**config.mk**
```make
export PLATFORM = sky130hd
export DESIGN_NAME = numeric_literal_parser_flat
export DESIGN_NICKNAME = d
export VERILOG_FILES = /design/src/rtl/core/nlp_pkg.sv /design/src/rtl/core/nlp_if.sv /design/src/rtl/core/nlp_front.sv /design/src/rtl/core/nlp_queue.sv /design/src/rtl/core/nlp_back.sv /design/src/rtl/core/numeric_literal_parser.sv /design/src/flat_wrapper.sv
export SDC_FILE = /design/constraint.sdc
export NUM_CORES = 1
export LEC_CHECK = 0
export BUFFER_PORTS_ARGS = -buffer_cell sky130_fd_sc_hd__buf_2
export CAP_MARGIN = 20
export CORE_ASPECT_RATIO = 2
export CORE_MARGIN = 2
export CORE_UTILIZATION = 58
export CTS_BUF_LIST = sky130_fd_sc_hd__clkbuf_4
export DETAILED_ROUTE_END_ITERATION = 10
export GPL_TIMING_DRIVEN = 1
export MAX_ROUTING_LAYER = met4
export PLACE_DENSITY = 0.83
export SLEW_MARGIN = 20
export SYNTH_ARGS = -nofsm -noshare
export SYNTH_HDL_FRONTEND = slang
export SYNTH_SLANG_ARGS = --single-unit
```
**constraint.sdc**
```tcl
create_clock -name clk_i -period 7.3 [get_ports clk_i]
set_clock_uncertainty 0.05 [all_clocks]
set_input_delay 0.365 -clock clk_i [delete_from_list [all_inputs] [get_ports clk_i]]
set_output_delay 0.365 -clock clk_i [all_outputs]
set_load 0.02 [all_outputs]
```
**src/rtl/core/nlp_pkg.sv**
```systemverilog
// Package for the numeric literal parser: character codes, widths and the
// classified-character record passed from the front end to the back end.
// No dependencies.
`default_nettype none

package nlp_pkg;

  // Fixed field widths of the channels.
  localparam int unsigned CHAR_W  = 8;
  localparam int unsigned VALUE_W = 64;

  // Default accumulator width and queue depth.
  localparam int unsigned ACC_BITS_DEF = 64;
  localparam int unsigned QUEUE_DEPTH  = 2;

  // Character codes recognized by the classifier.
  localparam logic [CHAR_W-1:0] CHAR_SPACE = 8'h20;
  localparam logic [CHAR_W-1:0] CHAR_TAB   = 8'h09;
  localparam logic [CHAR_W-1:0] CHAR_PLUS  = 8'h2B;
  localparam logic [CHAR_W-1:0] CHAR_MINUS = 8'h2D;
  localparam logic [CHAR_W-1:0] CHAR_ZERO  = 8'h30;
  localparam logic [CHAR_W-1:0] CHAR_NINE  = 8'h39;
  localparam logic [CHAR_W-1:0] CHAR_LO_A  = 8'h61;
  localparam logic [CHAR_W-1:0] CHAR_LO_F  = 8'h66;
  localparam logic [CHAR_W-1:0] CHAR_UP_A  = 8'h41;
  localparam logic [CHAR_W-1:0] CHAR_UP_F  = 8'h46;
  localparam logic [CHAR_W-1:0] CHAR_LO_X  = 8'h78;
  localparam logic [CHAR_W-1:0] CHAR_UP_X  = 8'h58;

  // Radix limits for digit checks.
  localparam logic [3:0] DEC_LIMIT = 4'd10;
  localparam logic [3:0] OCT_LIMIT = 4'd8;

  // One character after classification.
  typedef struct packed {
    logic [3:0] digit;     // digit value when is_hex is set
    logic       is_hex;    // 0-9, a-f or A-F
    logic       is_zero;
    logic       is_blank;  // space or tab
    logic       is_plus;
    logic       is_minus;
    logic       is_x;      // x or X
    logic       eot;       // last character of the text
  } cls_t;

endpackage : nlp_pkg

`default_nettype wire

```
**src/rtl/core/nlp_if.sv**
```systemverilog
// Valid/ready channel interfaces for the numeric literal parser.
// Depends on nlp_pkg for the field widths.
`default_nettype none

interface nlp_char_if;
  logic                       valid;
  logic                       ready;
  logic [nlp_pkg::CHAR_W-1:0] character;
  logic                       end_of_text;

  modport source (output valid, output character, output end_of_text, input ready);
  modport sink   (input valid, input character, input end_of_text, output ready);
endinterface : nlp_char_if

interface nlp_value_if;
  logic                               valid;
  logic                               ready;
  logic signed [nlp_pkg::VALUE_W-1:0] value;

  modport source (output valid, output value, input ready);
  modport sink   (input valid, input value, output ready);
endinterface : nlp_value_if

`default_nettype wire

```
**src/rtl/core/nlp_front.sv**
```systemverilog
// Front end: accepts character transactions and classifies each byte.
// Depends on nlp_pkg and nlp_char_if.
`default_nettype none

module nlp_front (
  nlp_char_if.sink       char_i,
  input  wire logic      q_ready_i,
  output nlp_pkg::cls_t  q_data_o,
  output logic           q_push_o
);
  import nlp_pkg::*;

  logic [CHAR_W-1:0] c;
  logic [CHAR_W-1:0] off;

  assign c = char_i.character;

  // Transactions flow straight into the queue when it has room.
  assign char_i.ready = q_ready_i;
  assign q_push_o     = char_i.valid && q_ready_i;

  // Classify the byte: digit value and character class flags.
  always_comb begin
    off              = '0;
    q_data_o         = '0;
    q_data_o.eot     = char_i.end_of_text;
    q_data_o.is_blank = (c == CHAR_SPACE) || (c == CHAR_TAB);
    q_data_o.is_plus  = (c == CHAR_PLUS);
    q_data_o.is_minus = (c == CHAR_MINUS);
    q_data_o.is_x     = (c == CHAR_LO_X) || (c == CHAR_UP_X);
    q_data_o.is_zero  = (c == CHAR_ZERO);
    if (c inside {[CHAR_ZERO:CHAR_NINE]}) begin
      off             = c - CHAR_ZERO;
      q_data_o.is_hex = 1'b1;
    end else if (c inside {[CHAR_LO_A:CHAR_LO_F]}) begin
      off             = c - CHAR_LO_A + CHAR_W'(DEC_LIMIT);
      q_data_o.is_hex = 1'b1;
    end else if (c inside {[CHAR_UP_A:CHAR_UP_F]}) begin
      off             = c - CHAR_UP_A + CHAR_W'(DEC_LIMIT);
      q_data_o.is_hex = 1'b1;
    end
    q_data_o.digit = off[3:0];
  end

endmodule : nlp_front

`default_nettype wire

```
**src/rtl/core/nlp_queue.sv**
```systemverilog
// Short FIFO of classified characters between the front and back ends.
// Depends on nlp_pkg.
`default_nettype none

module nlp_queue (
  input  wire logic          clk_i,
  input  wire logic          rst_ni,
  input  wire logic          push_i,
  input  wire nlp_pkg::cls_t data_i,
  output logic               ready_o,
  input  wire logic          pop_i,
  output logic               valid_o,
  output nlp_pkg::cls_t      data_o
);
  import nlp_pkg::*;

  localparam int unsigned PTR_W = (QUEUE_DEPTH > 1) ? $clog2(QUEUE_DEPTH) : 1;
  localparam int unsigned CNT_W = $clog2(QUEUE_DEPTH + 1);

  cls_t             mem_q [QUEUE_DEPTH];
  logic [PTR_W-1:0] wr_ptr_q, wr_ptr_d;
  logic [PTR_W-1:0] rd_ptr_q, rd_ptr_d;
  logic [CNT_W-1:0] cnt_q, cnt_d;
  logic             do_push, do_pop;

  assign ready_o = (cnt_q != CNT_W'(QUEUE_DEPTH));
  assign valid_o = (cnt_q != '0);
  assign data_o  = mem_q[rd_ptr_q];
  assign do_push = push_i && ready_o;
  assign do_pop  = pop_i && valid_o;

  // Pointer and fill count update with wrap at the depth.
  always_comb begin
    wr_ptr_d = wr_ptr_q;
    rd_ptr_d = rd_ptr_q;
    cnt_d    = cnt_q;
    if (do_push) begin
      wr_ptr_d = (wr_ptr_q == PTR_W'(QUEUE_DEPTH - 1)) ? '0 : wr_ptr_q + 1'b1;
    end
    if (do_pop) begin
      rd_ptr_d = (rd_ptr_q == PTR_W'(QUEUE_DEPTH - 1)) ? '0 : rd_ptr_q + 1'b1;
    end
    if (do_push && !do_pop) begin
      cnt_d = cnt_q + 1'b1;
    end else if (do_pop && !do_push) begin
      cnt_d = cnt_q - 1'b1;
    end
  end

  always_ff @(posedge clk_i or negedge rst_ni) begin
    if (!rst_ni) begin
      wr_ptr_q <= '0;
      rd_ptr_q <= '0;
      cnt_q    <= '0;
    end else begin
      wr_ptr_q <= wr_ptr_d;
      rd_ptr_q <= rd_ptr_d;
      cnt_q    <= cnt_d;
    end
  end

  // Entry storage needs no reset.
  always_ff @(posedge clk_i) begin
    if (do_push) begin
      mem_q[wr_ptr_q] <= data_i;
    end
  end

endmodule : nlp_queue

`default_nettype wire

```
**src/rtl/core/nlp_back.sv**
```systemverilog
// Back end: parse state machine, signed accumulator and output register.
// Depends on nlp_pkg and nlp_value_if.
`default_nettype none

module nlp_back #(
  parameter int unsigned ACC_BITS = nlp_pkg::ACC_BITS_DEF
) (
  input  wire logic          clk_i,
  input  wire logic          rst_ni,
  input  wire logic          valid_i,
  input  wire nlp_pkg::cls_t data_i,
  output logic               pop_o,
  nlp_value_if.source        value_o
);
  import nlp_pkg::*;

  typedef enum logic [2:0] {
    PH_LEAD,
    PH_POSTSIGN,
    PH_ZERO,
    PH_DEC,
    PH_OCT,
    PH_HEX,
    PH_STOP
  } phase_e;

  phase_e                phase_q, phase_d;
  logic [ACC_BITS-1:0]   acc_q, acc_d;
  logic                  neg_q, neg_d;
  logic                  out_valid_q, out_valid_d;
  logic [VALUE_W-1:0]    out_value_q;

  logic [ACC_BITS-1:0]   dterm;
  logic [ACC_BITS-1:0]   scaled;
  logic                  dec_ok, oct_ok;

  // The accumulator holds the value with its sign already applied, so the
  // digit is subtracted for a negative literal and no final negation is needed.
  assign dterm  = neg_q ? (ACC_BITS'(0) - ACC_BITS'(data_i.digit))
                        : ACC_BITS'(data_i.digit);
  assign dec_ok = data_i.is_hex && (data_i.digit < DEC_LIMIT);
  assign oct_ok = data_i.is_hex && (data_i.digit < OCT_LIMIT);

  // Scale by the radix of the current phase with shifts.
  always_comb begin
    case (phase_q)
      PH_DEC:  scaled = (acc_q << 3) + (acc_q << 1);
      PH_OCT:  scaled = acc_q << 3;
      PH_HEX:  scaled = acc_q << 4;
      default: scaled = acc_q << 3;  // zero phase: first octal digit
    endcase
  end

  // A text end waits only for room in the output register.
  assign pop_o = valid_i && (!data_i.eot || !out_valid_q || value_o.ready);

  // The output register fills on a text end and drains when the sink takes it.
  assign out_valid_d = (pop_o && data_i.eot) || (out_valid_q && !value_o.ready);

  // Next parse state for the character at the head of the queue.
  always_comb begin
    phase_d = phase_q;
    acc_d   = acc_q;
    neg_d   = neg_q;
    case (phase_q)
      PH_LEAD, PH_POSTSIGN: begin
        if (data_i.is_blank) begin
          phase_d = phase_q;
        end else if ((phase_q == PH_LEAD) && (data_i.is_plus || data_i.is_minus)) begin
          neg_d   = data_i.is_minus;
          phase_d = PH_POSTSIGN;
        end else if (data_i.is_zero) begin
          phase_d = PH_ZERO;
        end else if (dec_ok) begin
          acc_d   = dterm;
          phase_d = PH_DEC;
        end else begin
          phase_d = PH_STOP;
        end
      end
      PH_ZERO: begin
        if (data_i.is_x) begin
          phase_d = PH_HEX;
        end else if (oct_ok) begin
          acc_d   = scaled + dterm;
          phase_d = PH_OCT;
        end else begin
          phase_d = PH_STOP;
        end
      end
      PH_DEC, PH_OCT, PH_HEX: begin
        if ((phase_q == PH_DEC && dec_ok) || (phase_q == PH_OCT && oct_ok) ||
            (phase_q == PH_HEX && data_i.is_hex)) begin
          acc_d = scaled + dterm;
        end else begin
          phase_d = PH_STOP;
        end
      end
      default: begin
        phase_d = phase_q;
      end
    endcase
  end

  // State and output valid; the last character restores the reset state.
  always_ff @(posedge clk_i or negedge rst_ni) begin
    if (!rst_ni) begin
      phase_q     <= PH_LEAD;
      acc_q       <= '0;
      neg_q       <= 1'b0;
      out_valid_q <= 1'b0;
    end else begin
      out_valid_q <= out_valid_d;
      if (pop_o) begin
        if (data_i.eot) begin
          phase_q <= PH_LEAD;
          acc_q   <= '0;
          neg_q   <= 1'b0;
        end else begin
          phase_q <= phase_d;
          acc_q   <= acc_d;
          neg_q   <= neg_d;
        end
      end
    end
  end

  // Result payload, sign-extended from the accumulator width.
  always_ff @(posedge clk_i) begin
    if (pop_o && data_i.eot) begin
      out_value_q <= VALUE_W'(signed'(acc_d));
    end
  end

  assign value_o.valid = out_valid_q;
  assign value_o.value = signed'(out_value_q);

endmodule : nlp_back

`default_nettype wire

```
**src/rtl/core/numeric_literal_parser.sv**
```systemverilog
// Top level of the numeric literal parser: front end, queue and back end.
// Depends on nlp_pkg, nlp_if, nlp_front, nlp_queue and nlp_back.
//
//   Channel  Direction  Payload                      Transaction
//   char_i   in         character[7:0], end_of_text  one byte of the text
//   value_o  out        value[63:0] signed           one parsed literal per text
//
// The back end takes one byte per cycle unless a result is stalled; the
// sustained rate is set by the single accumulator update per cycle.
// A result is registered in the cycle after its last byte leaves the queue.
// Reset is asynchronous and active low and clears the queue and parse state.
// A stalled result holds the queue only once a last byte is at its head; until then bytes keep moving.
`default_nettype none

module numeric_literal_parser #(
  parameter int unsigned ACC_BITS = nlp_pkg::ACC_BITS_DEF
) (
  input  wire logic   clk_i,
  input  wire logic   rst_ni,
  nlp_char_if.sink    char_i,
  nlp_value_if.source value_o
);
  import nlp_pkg::*;

  cls_t front_data;
  logic front_push;
  logic q_ready;
  logic q_valid;
  cls_t q_data;
  logic q_pop;

  // Classify incoming bytes.
  nlp_front u_front (
    .char_i    (char_i),
    .q_ready_i (q_ready),
    .q_data_o  (front_data),
    .q_push_o  (front_push)
  );

  // Decouple classification from parsing.
  nlp_queue u_queue (
    .clk_i   (clk_i),
    .rst_ni  (rst_ni),
    .push_i  (front_push),
    .data_i  (front_data),
    .ready_o (q_ready),
    .pop_i   (q_pop),
    .valid_o (q_valid),
    .data_o  (q_data)
  );

  // Parse and deliver results.
  nlp_back #(
    .ACC_BITS (ACC_BITS)
  ) u_back (
    .clk_i   (clk_i),
    .rst_ni  (rst_ni),
    .valid_i (q_valid),
    .data_i  (q_data),
    .pop_o   (q_pop),
    .value_o (value_o)
  );

endmodule : numeric_literal_parser

`default_nettype wire
```
**src/flat_wrapper.sv**
```systemverilog
// flat-port wrapper written by rule: the top's interface ports become plain ports
module numeric_literal_parser_flat import nlp_pkg::*;
#(
  parameter int unsigned ACC_BITS = nlp_pkg::ACC_BITS_DEF
)
  (clk_i, rst_ni, char_i_valid, char_i_character, char_i_end_of_text, char_i_ready, value_o_valid, value_o_value, value_o_ready);
  nlp_char_if char_i_i ();
  nlp_value_if value_o_i ();
  input  wire logic clk_i;
  input  wire logic rst_ni;
  input wire logic [$bits(char_i_i.valid)-1:0] char_i_valid;
  input wire logic [$bits(char_i_i.character)-1:0] char_i_character;
  input wire logic [$bits(char_i_i.end_of_text)-1:0] char_i_end_of_text;
  output wire logic [$bits(char_i_i.ready)-1:0] char_i_ready;
  output wire logic [$bits(value_o_i.valid)-1:0] value_o_valid;
  output wire logic [$bits(value_o_i.value)-1:0] value_o_value;
  input wire logic [$bits(value_o_i.ready)-1:0] value_o_ready;
  assign char_i_i.valid = char_i_valid;
  assign char_i_i.character = char_i_character;
  assign char_i_i.end_of_text = char_i_end_of_text;
  assign char_i_ready = char_i_i.ready;
  assign value_o_valid = value_o_i.valid;
  assign value_o_value = value_o_i.value;
  assign value_o_i.ready = value_o_ready;
  numeric_literal_parser #(.ACC_BITS(ACC_BITS)) u_core (.clk_i(clk_i), .rst_ni(rst_ni), .char_i(char_i_i), .value_o(value_o_i));
endmodule
```
==> impl_metrics.py <==
metrics = {
    "timing": {
        "max_freq_mhz": 158,
        "post-route-period-util": 0.864,
        "hold_slack_ns": 0.0379,
        "tightest_slew_ns": 1.10,
        "setup_viol": 0,
        "slew_violations": 0,
        "finalHoldViolCount": 0,
        "fin_ws_ns": 0.990,
        "rsz0062_at_grt": "false",
        "relSlewSlack": 0.266,
        "min_period_ns": 6.31,
        "fin_setup_tns_ns": 0,
    },
    "finish": {
        "drive_above_1_share": 0.0914,
        "nets": 1925,
        "nFillCells": 2234,
        "postLayoutCellArea_um2": 15800,
        "multi_input_area_um2": 9810,
        "final-seq-area_um2": 4410,
        "area_growth_pct": 6.59,
    },
    "place": {
        "io_buffers": 78,
        "place_congestion": 1.00,
        "place_area_um2": 15400,
        "hpwlAfterDp_mm": 35.8,
        "dpl_worst_slack_ns": 1.24,
    },
    "synth": {
        "synthDominantCellAreaShare": 0.175,
        "yosysTopAreaCell": "edfxtp_1",
        "netlist_instances": 1766,
        "synth_seq_cells": 159,
        "yosysWarnings": 0,
        "synth_nets": 1909,
        "synth.avg_cell_area_um2": 8.37,
        "synth_cell_types": 81,
        "synthArstFlopShare": 0.459,
        "synthTopCellsByCount": "o21ai_0 (223), a21oi_1 (189), ha_1 (128)",
        "yosys_most_used_dff": "edfxtp_1",
        "synth_edf_count": 86,
        "yosysSeqAreaShare": 0.298,
        "yosysMostFrequentCell": "o21ai_0",
        "synth.cell_area_um2": 14800,
        "ys_top_cells_by_area": "edfxtp_1 (17%), dfrtp_1 (12%), ha_1 (11%)",
    },
    "min_path": {
        "hp-class": "in -> reg",
    },
    "critical_path": {
        "path_cells": "ha_1 > a211oi_1 > o21ai_1 > o2111ai_1 > a2111oi_4 > o21ai_2 > o21a_1 > o221ai_1 > a21oi_1 > xnor2_1 > o21ai_0 > ha_1 > a21o_1 > a21o_1 > a21oi_1 > o21ai_0 > a211oi_1 > o31ai_1 > a221oi_2 > o21ai_0 > xnor2_1 > o21ai_0",
        "critPathMaxFanout": 9,
        "startpoint_type": "flip-flop",
        "crit_family": "compound AO/OA/AOI/OAI gates",
        "cp-end-kind": "flip-flop",
        "critical_path_class": "reg -> reg",
        "max_stage_delay_ns": 0.66,
        "path_common_cell": "o21ai_0",
        "worst-path-buf-inv": 0,
        "worstPathArrival_ns": 6.69,
        "slowest_stage": "a221oi_2",
        "crit_required_ns": 7.68,
    },
    "power": {
        "pwr_density_cell_nw_per_um2": 271,
        "peakVddDrop_mv": 0.309,
        "p_leak_nw": 6.65,
    },
    "die": {
        "pin_count": 79,
        "core-area_um2": 25000,
        "die_h_um": 230,
        "start_util": 0.591,
        "die_x_um": 117,
        "rows": 82,
        "die-area_um2": 26900,
    },
    "cts": {
        "numCtsBuffers": 17,
        "postCtsResizedCells": 0,
        "clockBufferDepth": 2,
        "worstSkewPairLatency_ns": 0.70,
        "clkTransAtPathRegs_ns": 0.19,
        "cts_tree": "yes",
        "cts-root-buf": "clkbuf_4",
        "cts-htree-levels": 4,
        "cts.sinks": 159,
        "cts_setup_buffers": 0,
    },
    "run_status": {
        "status": "finished, violations left",
        "failed_checks": "DRC",
    },
    "global_routing": {
        "antenna_found_initial": 1,
        "grt_use_total": 0.381,
        "overflow": 0,
        "grt_pass1_vias": 14500,
        "grt_pass1_wl_mm": 76.7,
        "grt_start_max_net_pins": 74,
    },
    "route": {
        "vias": 14600,
        "antenna_left": 0,
        "drt-total-wl_mm": 48.7,
        "wire_per_inst_um": 22.9,
        "viasPerCell": 6.84,
        "drtPass1Iterations": 11,
        "post-route-drc-count": 1,
        "drt-initial-drc-count": 1397,
    },
    "run": {
        "cap_violations": 0,
    },
}
-- stage by stage --
stage | instances | power [mW] | utilization
floorplan | 1766 | 2.90 | -
global placement | 2092 | 3.60 | 0.614
detailed placement | 2092 | 3.64 | 0.614
CTS | 2130 | 4.21 | 0.629
global route | 2132 | 4.50 | 0.630
finish | 2132 | 4.27 | 0.630
-- worst reg2reg max path: cells and delay by family (launching register included) --
| family | cells | cell delay [ns] |
|---|---|---|
| xor+xnor | 2 | 0.54 |
| flops | 1 | 0.50 |
| fa+ha+maj | 2 | 0.90 |
| compound gates | 18 | 4.08 |
-- routing by layer --
layer  wire [um]  vias to the layer above  global-route usage
met5           0                        -                   -
met4        4470                        0               0.279
met3        2870                      292              0.0691
met2       25100                      730               0.646
met1       16300                     6843               0.379
li1            -                     6712                   -
-- power by group --
part	leakage, nW	internal, mW	switching, mW
logic	4.64	0.647	1.61
clock network	0.164	0.165	0.412
registers	1.84	1.25	0.182
-- layout make-up --
type | instances | area share
multi-input combinational | 1443 | 0.623
inverter | 63 | 0.0150
antenna | 1 | 0.000159
timing repair buffer | 98 | 0.0364
tap | 336 | 0.0267
clock inverter | 15 | 0.0114
clock buffer | 17 | 0.00810
sequential | 159 | 0.280
-- worst paths after layout --
path / startpoint / to / slack, ns / cells after the start
setup reg to reg: u_core.u_back.acc_q[8]$_DFFE_PN0P_ / u_core.u_back.value_o.value[54]$_DFFE_PP_ / 0.99 / 22
setup / recovery: u_core.u_back.acc_q[8]$_DFFE_PN0P_ / u_core.u_back.value_o.value[54]$_DFFE_PP_ / 0.99 / 22
hold reg to reg: u_core.u_back.acc_q[63]$_DFFE_PN0P_ / u_core.u_back.acc_q[63]$_DFFE_PN0P_ / 0.50 / 2
hold / removal: char_i_character[1] / u_core.u_queue.mem_q[0][8]$_DFFE_PP_ / 0.04 / 2
min in group asynchronous: rst_ni / u_core.u_back.acc_q[18]$_DFFE_PN0P_ / 0.21 / 2
max in group asynchronous: rst_ni / u_core.u_back.acc_q[34]$_DFFE_PN0P_ / 6.40 / 2
-- logic make-up after synthesis --
group / synth area share
and+or+nand+nor: 0.127
muxes: 0.0118
adders and majority gates: 0.111
xor gates and xnor gates: 0.0693
AOI/OAI and AO/OA: 0.341
DFF: 0.298
buffers and inverters: 0.0426
-- flip-flops by register name (all words and copies together) (netlist names) --
signal                       count
u_core.u_back.neg_q              1
u_core.u_back.acc_q             64
u_core.u_queue.cnt_q             2
u_core.u_back.phase_q            3
u_core.u_queue.mem_q            22
u_core.u_back.value_o.valid      1
u_core.u_queue.rd_ptr_q          1
u_core.u_queue.wr_ptr_q          1
u_core.u_back.value_o.value     64
-- placed cells by master, fill, tap and decap left out, drive strengths merged, types with 6 or more instances in the layout --
cell         synthesis  layout
o21ai              266     266
a21oi              191     191
ha                 128     128
nand2              121     121
nor2                98      98
buf                 15      92
edfxtp              86      86
xnor2               80      80
dfrtp               73      73
inv                 63      73
a21o                65      65
a22oi               60      60
a22o                39      39
nand4               38      38
xor2                37      37
o21bai              31      31
nand3               31      31
nor3                24      24
nand2b              22      22
nor2b               17      17
clkbuf              86      17
a221o               16      16
mux2i               14      14
and3                13      13
o31ai               13      13
a31oi               12      12
o21a                11      11
o211ai              10      10
a211oi              10      10
and2                 8       8
dlygate4sd3          0       6
-- what timing repair did --
item	CTS	global route
setup endpoints to repair	0	0
hold buffers	6	0
endpoints found under the hold margin	81	0
(Power assumes the default switching activity.)
